File: src/rtl/core/srpg_pkg.sv
package srpg_pkg;

  localparam int ADDR_W   = 4;
  localparam int DATA_W   = 32;
  localparam int IDX_W    = 40;
  localparam int DELAY_W  = 20;
  localparam int MIN_W    = 16;
  localparam int RAMP_W   = 16;
  localparam int FACTOR_W = 9;
  localparam int SPAN_W   = 20;
  localparam int DIV_STEPS = SPAN_W;

  localparam logic [IDX_W-1:0]   TOTAL_MAX = {IDX_W{1'b1}};
  localparam logic [DELAY_W-1:0] DELAY_MAX = {DELAY_W{1'b1}};

  localparam logic [MIN_W-1:0]    MIN_DELAY_RST = 16'd100;
  localparam logic [DELAY_W-1:0]  MAX_DELAY_RST = 20'd2500;
  localparam logic [RAMP_W-1:0]   RAMP_RST      = 16'd50;
  localparam logic [FACTOR_W-1:0] FACTOR_RST    = 9'd1;

  localparam logic [1:0] FUNC_TICK = 2'd0;
  localparam logic [1:0] FUNC_MOVE = 2'd1;
  localparam logic [1:0] FUNC_HOME = 2'd2;
  localparam logic [1:0] FUNC_STOP = 2'd3;

  localparam logic [1:0] REG_MIN_DELAY = 2'd0;
  localparam logic [1:0] REG_MAX_DELAY = 2'd1;
  localparam logic [1:0] REG_RAMP      = 2'd2;
  localparam logic [1:0] REG_FACTOR    = 2'd3;

  typedef struct packed {
    logic [1:0]         func;
    logic signed [31:0] value;
  } in_item_t;

  typedef struct packed {
    logic               step_level;
    logic               dir_level;
    logic               busy_res;
    logic signed [31:0] position;
    logic               dropped;
  } out_item_t;

  function automatic logic [DELAY_W-1:0] clamp_delay(input logic [DELAY_W+1:0] d);
    if (d[DELAY_W+1] || d == '0) begin
      return DELAY_W'(1);
    end
    if (d[DELAY_W]) begin
      return DELAY_MAX;
    end
    return d[DELAY_W-1:0];
  endfunction

endpackage

File: src/rtl/core/stepper_ramp_pulse_generator_core.sv
// A move, set home or stop item goes straight to its result; a tick at a pulse boundary
// takes the minimum delay in cruise, or on a ramp runs a 16-step shift-add and a 20-step
// restoring divide; a tick that starts a move runs a 9-step shift-add first.
// One item is in work at a time; the next transaction is taken once the result is registered.
// Reset is asynchronous, active low: control state and position clear, configuration
// registers take their reset values; the move queue storage is not cleared and needs no clearing pass.
module stepper_ramp_pulse_generator_core #(
  parameter int QUEUE_DEPTH = 4,
  parameter int POS_WIDTH   = 32
) (
  input  logic                            clk_i,
  input  logic                            rst_ni,
  input  logic                            in_valid_i,
  output logic                            in_ready_o,
  input  srpg_pkg::in_item_t              in_data_i,
  output logic                            out_valid_o,
  input  logic                            out_ready_i,
  output srpg_pkg::out_item_t             out_data_o,
  input  logic                            psel,
  input  logic                            penable,
  input  logic                            pwrite,
  input  logic [srpg_pkg::ADDR_W-1:0]     paddr,
  input  logic [srpg_pkg::DATA_W-1:0]     pwdata,
  output logic [srpg_pkg::DATA_W-1:0]     prdata,
  output logic                            pready
);
  import srpg_pkg::*;

  localparam int PTR_W = (QUEUE_DEPTH > 1) ? $clog2(QUEUE_DEPTH) : 1;
  localparam int CNT_W = $clog2(QUEUE_DEPTH + 1);
  localparam int MUL_W = (POS_WIDTH + FACTOR_W > IDX_W + 1) ? POS_WIDTH + FACTOR_W : IDX_W + 1;
  localparam logic [PTR_W-1:0] LAST_PTR  = PTR_W'(QUEUE_DEPTH - 1);
  localparam logic [CNT_W-1:0] DEPTH_CNT = CNT_W'(QUEUE_DEPTH);

  localparam logic [3:0] S_IDLE  = 4'd0;
  localparam logic [3:0] S_TICK  = 4'd1;
  localparam logic [3:0] S_POP   = 4'd2;
  localparam logic [3:0] S_MULN  = 4'd3;
  localparam logic [3:0] S_BOUND = 4'd4;
  localparam logic [3:0] S_MULR  = 4'd5;
  localparam logic [3:0] S_DIV   = 4'd6;
  localparam logic [3:0] S_DONE  = 4'd7;

  logic [3:0]           state_q;
  logic [MIN_W-1:0]     min_delay_q;
  logic [DELAY_W-1:0]   max_delay_q;
  logic [RAMP_W-1:0]    ramp_q;
  logic [FACTOR_W-1:0]  factor_q;

  logic [POS_WIDTH-1:0] cur_pos_q;
  logic [POS_WIDTH-1:0] goal_pos_q;
  logic                 stop_q;
  logic                 moving_q;
  logic                 step_q;
  logic                 dir_q;
  logic [IDX_W-1:0]     pulse_index_q;
  logic [IDX_W-1:0]     pulse_total_q;
  logic [DELAY_W-1:0]   half_timer_q;
  logic [DELAY_W-1:0]   half_delay_q;
  logic                 drop_q;

  logic [POS_WIDTH-1:0] fifo_mem_q [QUEUE_DEPTH];
  logic [POS_WIDTH-1:0] rd_data_q;
  logic [PTR_W-1:0]     rd_ptr_q;
  logic [PTR_W-1:0]     wr_ptr_q;
  logic [CNT_W-1:0]     fifo_cnt_q;

  logic [MUL_W-1:0]     acc_q;
  logic [MUL_W-1:0]     mcand_q;
  logic [RAMP_W-1:0]    mplr_q;
  logic [4:0]           cnt_q;
  logic [RAMP_W-1:0]    rem_q;
  logic [SPAN_W-1:0]    dq_q;
  logic                 neg_q;

  logic                 out_valid_q;
  out_item_t            out_q;

  logic                 accept_in;
  logic                 cfg_write;
  logic                 out_load;
  logic [63:0]          vext;
  logic [POS_WIDTH-1:0] value_pos;
  logic                 fifo_full;
  logic                 mem_we;
  logic [PTR_W-1:0]     rd_ptr_nxt;
  logic [PTR_W-1:0]     wr_ptr_nxt;
  logic [DELAY_W-1:0]   timer_dec;
  logic [POS_WIDTH-1:0] diff;
  logic                 diff_neg;
  logic [POS_WIDTH-1:0] mag;
  logic [MUL_W-1:0]     mul_add;
  logic [IDX_W-1:0]     total_sat;
  logic [IDX_W-1:0]     ramp_ext;
  logic                 idx_lt;
  logic [IDX_W-1:0]     remain;
  logic                 rem_lt;
  logic                 move_end;
  logic [SPAN_W:0]      span_w;
  logic [SPAN_W-1:0]    span_mag;
  logic [DELAY_W-1:0]   min_clamped;
  logic [RAMP_W-1:0]    ramp_t;
  logic [RAMP_W:0]      div_r2;
  logic                 div_ge;
  logic [RAMP_W:0]      div_sub;
  logic [DELAY_W+1:0]   ramp_sum;
  logic [63:0]          pos_wide;

  assign in_ready_o  = (state_q == S_IDLE);
  assign accept_in   = in_valid_i & in_ready_o;
  assign cfg_write   = psel & penable & pwrite;
  assign pready      = 1'b1;
  assign out_valid_o = out_valid_q;
  assign out_data_o  = out_q;
  assign out_load    = (state_q == S_DONE) && (!out_valid_q || out_ready_i);

  assign vext      = {{32{in_data_i.value[31]}}, in_data_i.value};
  assign value_pos = vext[POS_WIDTH-1:0];
  assign fifo_full = (fifo_cnt_q == DEPTH_CNT);
  assign mem_we    = accept_in && (in_data_i.func == FUNC_MOVE) && !fifo_full;
  assign rd_ptr_nxt = (rd_ptr_q == LAST_PTR) ? '0 : rd_ptr_q + PTR_W'(1);
  assign wr_ptr_nxt = (wr_ptr_q == LAST_PTR) ? '0 : wr_ptr_q + PTR_W'(1);

  assign timer_dec = half_timer_q - DELAY_W'(half_timer_q != '0);
  assign diff      = rd_data_q - cur_pos_q;
  assign diff_neg  = diff[POS_WIDTH-1];
  assign mag       = diff_neg ? (~diff + POS_WIDTH'(1)) : diff;

  assign mul_add   = acc_q + (mplr_q[0] ? mcand_q : '0);
  assign total_sat = (|acc_q[MUL_W-1:IDX_W]) ? TOTAL_MAX : acc_q[IDX_W-1:0];

  assign ramp_ext  = IDX_W'(ramp_q);
  assign idx_lt    = pulse_index_q < ramp_ext;
  assign remain    = pulse_total_q - pulse_index_q;
  assign rem_lt    = remain < ramp_ext;
  assign move_end  = stop_q || (pulse_index_q >= pulse_total_q);
  assign span_w    = {1'b0, max_delay_q} - (SPAN_W + 1)'(min_delay_q);
  assign span_mag  = span_w[SPAN_W] ? SPAN_W'(~span_w + (SPAN_W + 1)'(1)) : span_w[SPAN_W-1:0];
  assign min_clamped = (min_delay_q == '0) ? DELAY_W'(1) : DELAY_W'(min_delay_q);
  assign ramp_t    = idx_lt ? pulse_index_q[RAMP_W-1:0] : remain[RAMP_W-1:0];

  assign div_r2    = {rem_q, dq_q[SPAN_W-1]};
  assign div_ge    = div_r2 >= {1'b0, ramp_q};
  assign div_sub   = div_r2 - {1'b0, ramp_q};
  assign ramp_sum  = neg_q ? ({2'b00, max_delay_q} + (DELAY_W + 2)'(dq_q))
                           : ({2'b00, max_delay_q} - (DELAY_W + 2)'(dq_q));
  assign pos_wide  = 64'(cur_pos_q);

  always_comb begin
    unique case (paddr[3:2])
      REG_MIN_DELAY: prdata = DATA_W'(min_delay_q);
      REG_MAX_DELAY: prdata = DATA_W'(max_delay_q);
      REG_RAMP:      prdata = DATA_W'(ramp_q);
      REG_FACTOR:    prdata = DATA_W'(factor_q);
      default:       prdata = '0;
    endcase
  end

  always_ff @(posedge clk_i) begin
    if (mem_we) begin
      fifo_mem_q[wr_ptr_q] <= value_pos;
    end
    if (state_q == S_TICK) begin
      rd_data_q <= fifo_mem_q[rd_ptr_q];
    end
  end

  always_ff @(posedge clk_i or negedge rst_ni) begin
    if (!rst_ni) begin
      state_q       <= S_IDLE;
      min_delay_q   <= MIN_DELAY_RST;
      max_delay_q   <= MAX_DELAY_RST;
      ramp_q        <= RAMP_RST;
      factor_q      <= FACTOR_RST;
      cur_pos_q     <= '0;
      goal_pos_q    <= '0;
      stop_q        <= 1'b0;
      moving_q      <= 1'b0;
      step_q        <= 1'b0;
      dir_q         <= 1'b0;
      pulse_index_q <= '0;
      pulse_total_q <= '0;
      half_timer_q  <= '0;
      half_delay_q  <= '0;
      drop_q        <= 1'b0;
      rd_ptr_q      <= '0;
      wr_ptr_q      <= '0;
      fifo_cnt_q    <= '0;
      out_valid_q   <= 1'b0;
    end else begin
      if (cfg_write) begin
        unique case (paddr[3:2])
          REG_MIN_DELAY: min_delay_q <= pwdata[MIN_W-1:0];
          REG_MAX_DELAY: max_delay_q <= pwdata[DELAY_W-1:0];
          REG_RAMP:      ramp_q      <= pwdata[RAMP_W-1:0];
          REG_FACTOR:    factor_q    <= pwdata[FACTOR_W-1:0];
          default: ;
        endcase
      end
      if (out_valid_q && out_ready_i && !out_load) begin
        out_valid_q <= 1'b0;
      end
      unique case (state_q)
        S_IDLE: begin
          if (accept_in) begin
            drop_q  <= (in_data_i.func == FUNC_MOVE) && fifo_full;
            state_q <= (in_data_i.func == FUNC_TICK) ? S_TICK : S_DONE;
            unique case (in_data_i.func)
              FUNC_TICK: ;
              FUNC_MOVE: begin
                if (!fifo_full) begin
                  wr_ptr_q   <= wr_ptr_nxt;
                  fifo_cnt_q <= fifo_cnt_q + CNT_W'(1);
                end
              end
              FUNC_HOME: cur_pos_q <= value_pos;
              FUNC_STOP: stop_q <= 1'b1;
              default: ;
            endcase
          end
        end
        S_TICK: begin
          if (!moving_q) begin
            state_q <= (fifo_cnt_q != '0) ? S_POP : S_DONE;
          end else if (timer_dec != '0) begin
            half_timer_q <= timer_dec;
            state_q      <= S_DONE;
          end else if (step_q) begin
            step_q       <= 1'b0;
            half_timer_q <= half_delay_q;
            state_q      <= S_DONE;
          end else begin
            half_timer_q <= '0;
            cur_pos_q    <= dir_q ? cur_pos_q + POS_WIDTH'(1) : cur_pos_q - POS_WIDTH'(1);
            if (pulse_index_q != TOTAL_MAX) begin
              pulse_index_q <= pulse_index_q + IDX_W'(1);
            end
            state_q <= S_BOUND;
          end
        end
        S_POP: begin
          goal_pos_q <= rd_data_q;
          dir_q      <= !diff_neg && (diff != '0);
          rd_ptr_q   <= rd_ptr_nxt;
          fifo_cnt_q <= fifo_cnt_q - CNT_W'(1);
          state_q    <= S_MULN;
        end
        S_MULN: begin
          if (cnt_q == '0) begin
            pulse_total_q <= total_sat;
            pulse_index_q <= '0;
            moving_q      <= 1'b1;
            state_q       <= S_BOUND;
          end
        end
        S_BOUND: begin
          if (move_end) begin
            moving_q     <= 1'b0;
            step_q       <= 1'b0;
            stop_q       <= 1'b0;
            goal_pos_q   <= cur_pos_q;
            half_timer_q <= '0;
            state_q      <= S_DONE;
          end else if (ramp_q == '0 || (!idx_lt && !rem_lt)) begin
            half_delay_q <= min_clamped;
            half_timer_q <= min_clamped;
            step_q       <= 1'b1;
            state_q      <= S_DONE;
          end else begin
            state_q <= S_MULR;
          end
        end
        S_MULR: begin
          if (cnt_q == '0) begin
            state_q <= S_DIV;
          end
        end
        S_DIV: begin
          if (cnt_q == '0) begin
            half_delay_q <= clamp_delay(ramp_sum);
            half_timer_q <= clamp_delay(ramp_sum);
            step_q       <= 1'b1;
            state_q      <= S_DONE;
          end
        end
        S_DONE: begin
          if (out_load) begin
            out_valid_q <= 1'b1;
            state_q     <= S_IDLE;
          end
        end
        default: state_q <= S_IDLE;
      endcase
    end
  end

  always_ff @(posedge clk_i) begin
    case (state_q)
      S_POP: begin
        acc_q   <= '0;
        mcand_q <= MUL_W'(mag);
        mplr_q  <= RAMP_W'(factor_q);
        cnt_q   <= 5'(FACTOR_W);
      end
      S_BOUND: begin
        acc_q   <= '0;
        mcand_q <= MUL_W'(span_mag);
        mplr_q  <= ramp_t;
        neg_q   <= span_w[SPAN_W];
        cnt_q   <= 5'(RAMP_W);
      end
      S_MULN, S_MULR: begin
        if (cnt_q != '0) begin
          acc_q   <= mul_add;
          mcand_q <= {mcand_q[MUL_W-2:0], 1'b0};
          mplr_q  <= {1'b0, mplr_q[RAMP_W-1:1]};
          cnt_q   <= cnt_q - 5'd1;
        end else if (state_q == S_MULR) begin
          rem_q <= acc_q[SPAN_W+RAMP_W-1:SPAN_W];
          dq_q  <= acc_q[SPAN_W-1:0];
          cnt_q <= 5'(DIV_STEPS);
        end
      end
      S_DIV: begin
        if (cnt_q != '0) begin
          rem_q <= div_ge ? div_sub[RAMP_W-1:0] : div_r2[RAMP_W-1:0];
          dq_q  <= {dq_q[SPAN_W-2:0], div_ge};
          cnt_q <= cnt_q - 5'd1;
        end
      end
      default: ;
    endcase
    if (out_load) begin
      out_q.step_level <= step_q;
      out_q.dir_level  <= dir_q;
      out_q.busy_res   <= !stop_q && (cur_pos_q != goal_pos_q);
      out_q.position   <= pos_wide[31:0];
      out_q.dropped    <= drop_q;
    end
  end

`ifndef NO_ASSERTIONS
  a_fifo_bound: assert property (@(posedge clk_i) disable iff (!rst_ni)
    fifo_cnt_q <= DEPTH_CNT)
    else $error("move queue count exceeds depth");

  a_step_needs_move: assert property (@(posedge clk_i) disable iff (!rst_ni)
    !moving_q |-> !step_q)
    else $error("step high while no move runs");

  a_timer_live: assert property (@(posedge clk_i) disable iff (!rst_ni)
    (moving_q && state_q == S_IDLE) |-> (half_timer_q != '0))
    else $error("half timer empty during a move");

  a_index_bound: assert property (@(posedge clk_i) disable iff (!rst_ni)
    (moving_q && state_q == S_IDLE) |-> (pulse_index_q < pulse_total_q))
    else $error("pulse index past total during a move");

  a_div_rem: assert property (@(posedge clk_i) disable iff (!rst_ni)
    (state_q == S_DIV) |-> (rem_q < ramp_q))
    else $error("divider remainder out of range");
`endif

endmodule
File: config.mk
export PLATFORM = sky130hd
export DESIGN_NAME = stepper_ramp_pulse_generator_core
export DESIGN_NICKNAME = d
export VERILOG_FILES = /design/src/rtl/core/srpg_pkg.sv /design/src/rtl/core/stepper_ramp_pulse_generator_core.sv
export SDC_FILE = /design/constraint.sdc
export NUM_CORES = 2
export LEC_CHECK = 0
export BUFFER_PORTS_ARGS = -buffer_cell sky130_fd_sc_hd__buf_4
export CAP_MARGIN = 20
export CORE_UTILIZATION = 50
export DETAILED_ROUTE_END_ITERATION = 6
export MAX_ROUTING_LAYER = met4
export PLACE_DENSITY = 0.67
export SLEW_MARGIN = 15
export SYNTH_ARGS = -nofsm -noshare
export SYNTH_HDL_FRONTEND = slang
export SYNTH_SLANG_ARGS = --single-unit
export TNS_END_PERCENT = 1
File: constraint.sdc
create_clock -name clk_i -period 7.2 [get_ports clk_i]
set_input_delay 1.44 -clock clk_i [delete_from_list [all_inputs] [get_ports clk_i]]
set_output_delay 1.44 -clock clk_i [all_outputs]
set_load 0.005 [all_outputs]
==> results.py <==
metrics = {
    "critical_path": {
        "cp.required_ps": 7710,
        "crit_path_end_kind": "flop",
        "path_class": "reg2reg",
        "rrSetupSlack_ps": 520,
        "cpPeakStageDelay_ps": 630,
        "crit_arrival_ps": 7190,
        "slowest_stage": "a2111oi_0",
        "rr_startpoint": "pulse_index_q[0]",
        "start_kind": "flop",
        "path_cells": "ha_1 -> fa_1 -> nand2b_1 -> a21oi_1 -> o2111ai_1 -> nand3_1 -> xor2_1 -> ha_1 -> a21o_1 -> nand2_1 -> o221ai_1 -> a2111oi_0 -> o2111ai_1 -> a2111oi_0 -> nand4_1 -> or4_1 -> a2111o_1 -> o31ai_4 -> buf_4 -> a21oi_2 -> buf_4 -> mux2_1",
        "setup.worst_path.start": "pulse_index_q[0]",
        "path_max_fanout": 20,
    },
    "floorplanning": {
        "core_mm2": 0.0776,
        "ioPinCount": 148,
        "die_h_um": 282,
        "die-area_mm2": 0.0796,
        "die_width_um": 282,
        "row_count": 102,
        "start_util_pct": 50.6,
    },
    "drt": {
        "drt_iter0_markers": 2618,
        "detail_route.vias_per_cell": 5.90,
        "dr.pass1.iters": 5,
        "drc": 0,
        "vias": 31100,
        "ant_nets": 0,
        "wl_per_cell_um": 20.7,
        "drt-total-wl_um": 109000,
    },
    "cts": {
        "clk_path_buf_depth": 3,
        "htreeDepth": 3,
        "cts_buffers": 70,
        "post_cts_buffers": 0,
        "cts_hold_buf": 0,
        "cts_tree": "yes",
        "clkTransAtPathRegs_ps": 60,
        "cts.sinks": 597,
        "clock_tree.root_cell": "clkbuf_16",
        "clock_latency_ps": 640,
        "cts_resized": 0,
    },
    "layout": {
        "nNetsFinal": 4518,
        "stdcell_area_mm2": 0.0437,
        "drive_above_1_share_pct": 11.2,
        "synthToLayoutAreaGrowth_pct": 11.5,
        "final-seq-area_mm2": 0.0166,
        "fill_cells": 7002,
        "stdcell_count": 5277,
        "multi_input_area_mm2": 0.0211,
    },
    "placement": {
        "dp_slack_ps": 758,
        "placed_area_mm2": 0.0412,
        "placed_cells": 5145,
        "hpwl_um": 82500,
        "io_buffers": 120,
        "gp_congestion": 0.957,
    },
    "logic_synthesis": {
        "yosysUniqueCellTypes": 98,
        "synth_edf_count": 336,
        "syn_area_mm2": 0.0392,
        "ys_ff_latch": 597,
        "synthArstFlopShare_pct": 43.7,
        "yosys_warnings": 0,
        "ys_seq_area_share_pct": 42.4,
        "synthCells": 4112,
        "synth_ff_type": "edfxtp_1",
        "avgSynthCellArea_um2": 9.54,
    },
    "power": {
        "p_per_area_mw_per_mm2": 515,
        "combPwrFrac_pct": 55.8,
        "seqPwrFrac_pct": 27.3,
        "p_leak_nw": 18.0,
        "clkPwrFrac_pct": 16.9,
        "power_mw": 22.5,
        "p_int_mw": 12.4,
        "ir_drop_v": 0.000300,
        "netSwitchingPower_mw": 10.2,
        "switching_share_pct": 45.2,
    },
    "sta": {
        "skew_ps": 33.7,
        "setup_violations": 0,
        "relSlewSlack_pct": 29.5,
        "report.final.slew_viol_count": 0,
        "finalCritPeriodShare_pct": 92.7,
        "worst_slew_pin_slew_ps": 1050,
        "finalCriticalPeriod_ps": 6680,
        "fmax_mhz": 150,
        "setup_slack_ps": 522,
        "fin_tns_setup_ps": 0,
        "hold_viol": 0,
        "rsz0062_at_grt": "no",
    },
    "global_route": {
        "antenna_found_initial": 1,
        "grt_use_total_pct": 28.4,
        "grt_pass1_vias": 29700,
        "grt_pass1_wl_um": 170000,
        "grt-ovfl-total": 0,
        "grt_max_degree": 131,
    },
    "run_status": {
        "outcome": "completed",
    },
    "min_path": {
        "hold_start": "drop_q",
        "hold_class": "reg2reg",
    },
    "job": {
        "drv_cap": 0,
    },
}
[metrics by stage]
step / utilization [%] / hold WS (ps)
after floorplan: - / 421
after global placement: 53.1 / 435
after detailed placement: 53.1 / 431
after CTS: 56.3 / 445
after global routing: 56.4 / 458
final: 56.4 / 442
[logic make-up after synthesis]
kind of cell | count (synthesis) | synth area share, %
buffers and inverters | 417 | 4.18
muxes | 156 | 5.53
AOI/OAI and AO/OA | 1076 | 16.8
adders and majority gates | 264 | 8.58
DFF | 597 | 42.4
and+or+nand+nor | 1321 | 16.2
other | 2 | 0.0191
xor gates and xnor gates | 279 | 6.23
[Yosys cell counts (all sizes together), types with 26 or more instances]
| master | number | share of area [%] |
|---|---|---|
| nor4 | 54 | 1.0 |
| a21o | 72 | 1.4 |
| a22oi | 26 | 0.50 |
| a211oi | 26 | 0.50 |
| nand2b | 39 | 0.62 |
| nand4 | 48 | 0.77 |
| o21a | 31 | 0.59 |
| edfxtp | 336 | 26 |
| xnor2 | 192 | 4.3 |
| mux4 | 41 | 2.4 |
| nor2b | 36 | 0.57 |
| nand2 | 375 | 3.6 |
| xor2 | 87 | 1.9 |
| ha | 254 | 8.1 |
| clkbuf | 151 | 1.4 |
| nor2 | 396 | 3.8 |
| nor3 | 82 | 1.1 |
| mux2i | 40 | 1.0 |
| a21oi | 337 | 4.3 |
| buf | 36 | 0.54 |
| o21ai | 299 | 3.8 |
| and2 | 66 | 1.1 |
| dfrtp | 249 | 16 |
| and3 | 35 | 0.56 |
| mux2 | 75 | 2.2 |
| a31oi | 74 | 1.2 |
| o211ai | 29 | 0.55 |
| nand3 | 84 | 1.1 |
| o21bai | 34 | 0.65 |
| inv | 228 | 2.2 |
[layout by cell type (no fill, tap or decap), types with 26 or more instances in the layout]
master     Yosys  layout
buf_4         13     167
nor3_1        79      77
dfrtp_1      249     248
nand3_1       84      84
xnor2_1      192     192
mux2_2        63      63
a22oi_1       26      26
and2_1        66      65
ha_1         254     254
a21oi_1      333     331
o21bai_1      34      34
o211ai_1      29      29
clkbuf_16      0      74
nor4_1        48      48
o21a_1        31      31
a21o_1        72      72
nand4_1       48      48
and3_1        35      35
o21ai_0      295     294
inv_1        228     227
edfxtp_1     336     336
nand2_1      375     371
mux2i_1       40      40
xor2_1        87      87
nor2_1       395     393
a31oi_1       74      74
nand2b_1      39      39
nor2b_1       36      36
mux4_2        41      41
[worst max-delay path: cells and delay by family (launching register included)]
family | cells | cell delay, ps
muxes | 1 | 340
and+or+nand+nor | 5 | 1150
buffers and inverters | 2 | 490
xor gates and xnor gates | 1 | 210
DFF | 1 | 440
AOI/OAI and AO/OA | 10 | 2930
adders and majority gates | 3 | 970
[final timing paths]
kind | endpoint | cells past startpoint
min in group asynchronous | min_delay_q[11] | 1
worst max-delay path | half_timer_q[19] | 22
worst max register to register | half_timer_q[19] | 22
max in group asynchronous | pulse_index_q[37] | 2
worst min register to register | out_data_o[0] | 0
worst min-delay path | out_data_o[0] | 0
[metal layers]
layer,GRT usage (%),vias to the layer above,share of wire (%)
met3,3.67,183,4.9
met1,38.2,15100,46
met4,10.9,0,4.0
met2,43.6,855,46
li1,-,15000,-
met5,-,-,0
[registers in the layout, summed over array words and instances, names as in the netlist, 20 cells and up]
register and count:
pulse_index_q 40, dq_q 20, goal_pos_q 32, acc_q 41, pulse_total_q 40, mcand_q 41, out_data_o 36, fifo_mem_q 128
half_delay_q 20, cur_pos_q 32, half_timer_q 20, max_delay_q 20, rd_data_q 32
[layout make-up]
cell class              instances  area share (%)
clock inverters                38            1.14
clock buffers                  91            4.61
flip-flops and latches        597            38.0
multi-input cells            3109            48.3
diodes                          2          0.0114
repair buffers                170            2.96
well taps                    1040            2.98
inverters                     230            1.97
[power groups by stage]
stage	Combinational [mW]	Clock [mW]	Sequential, mW
CTS	12.5	3.87	6.14
detailed placement	12.4	0	6.19
floorplan	9.43	0	5.76
finish	12.6	3.80	6.15
global route	14.0	3.99	6.26
global placement	12.3	0	6.16
Power figures use the tool's default switching activity.
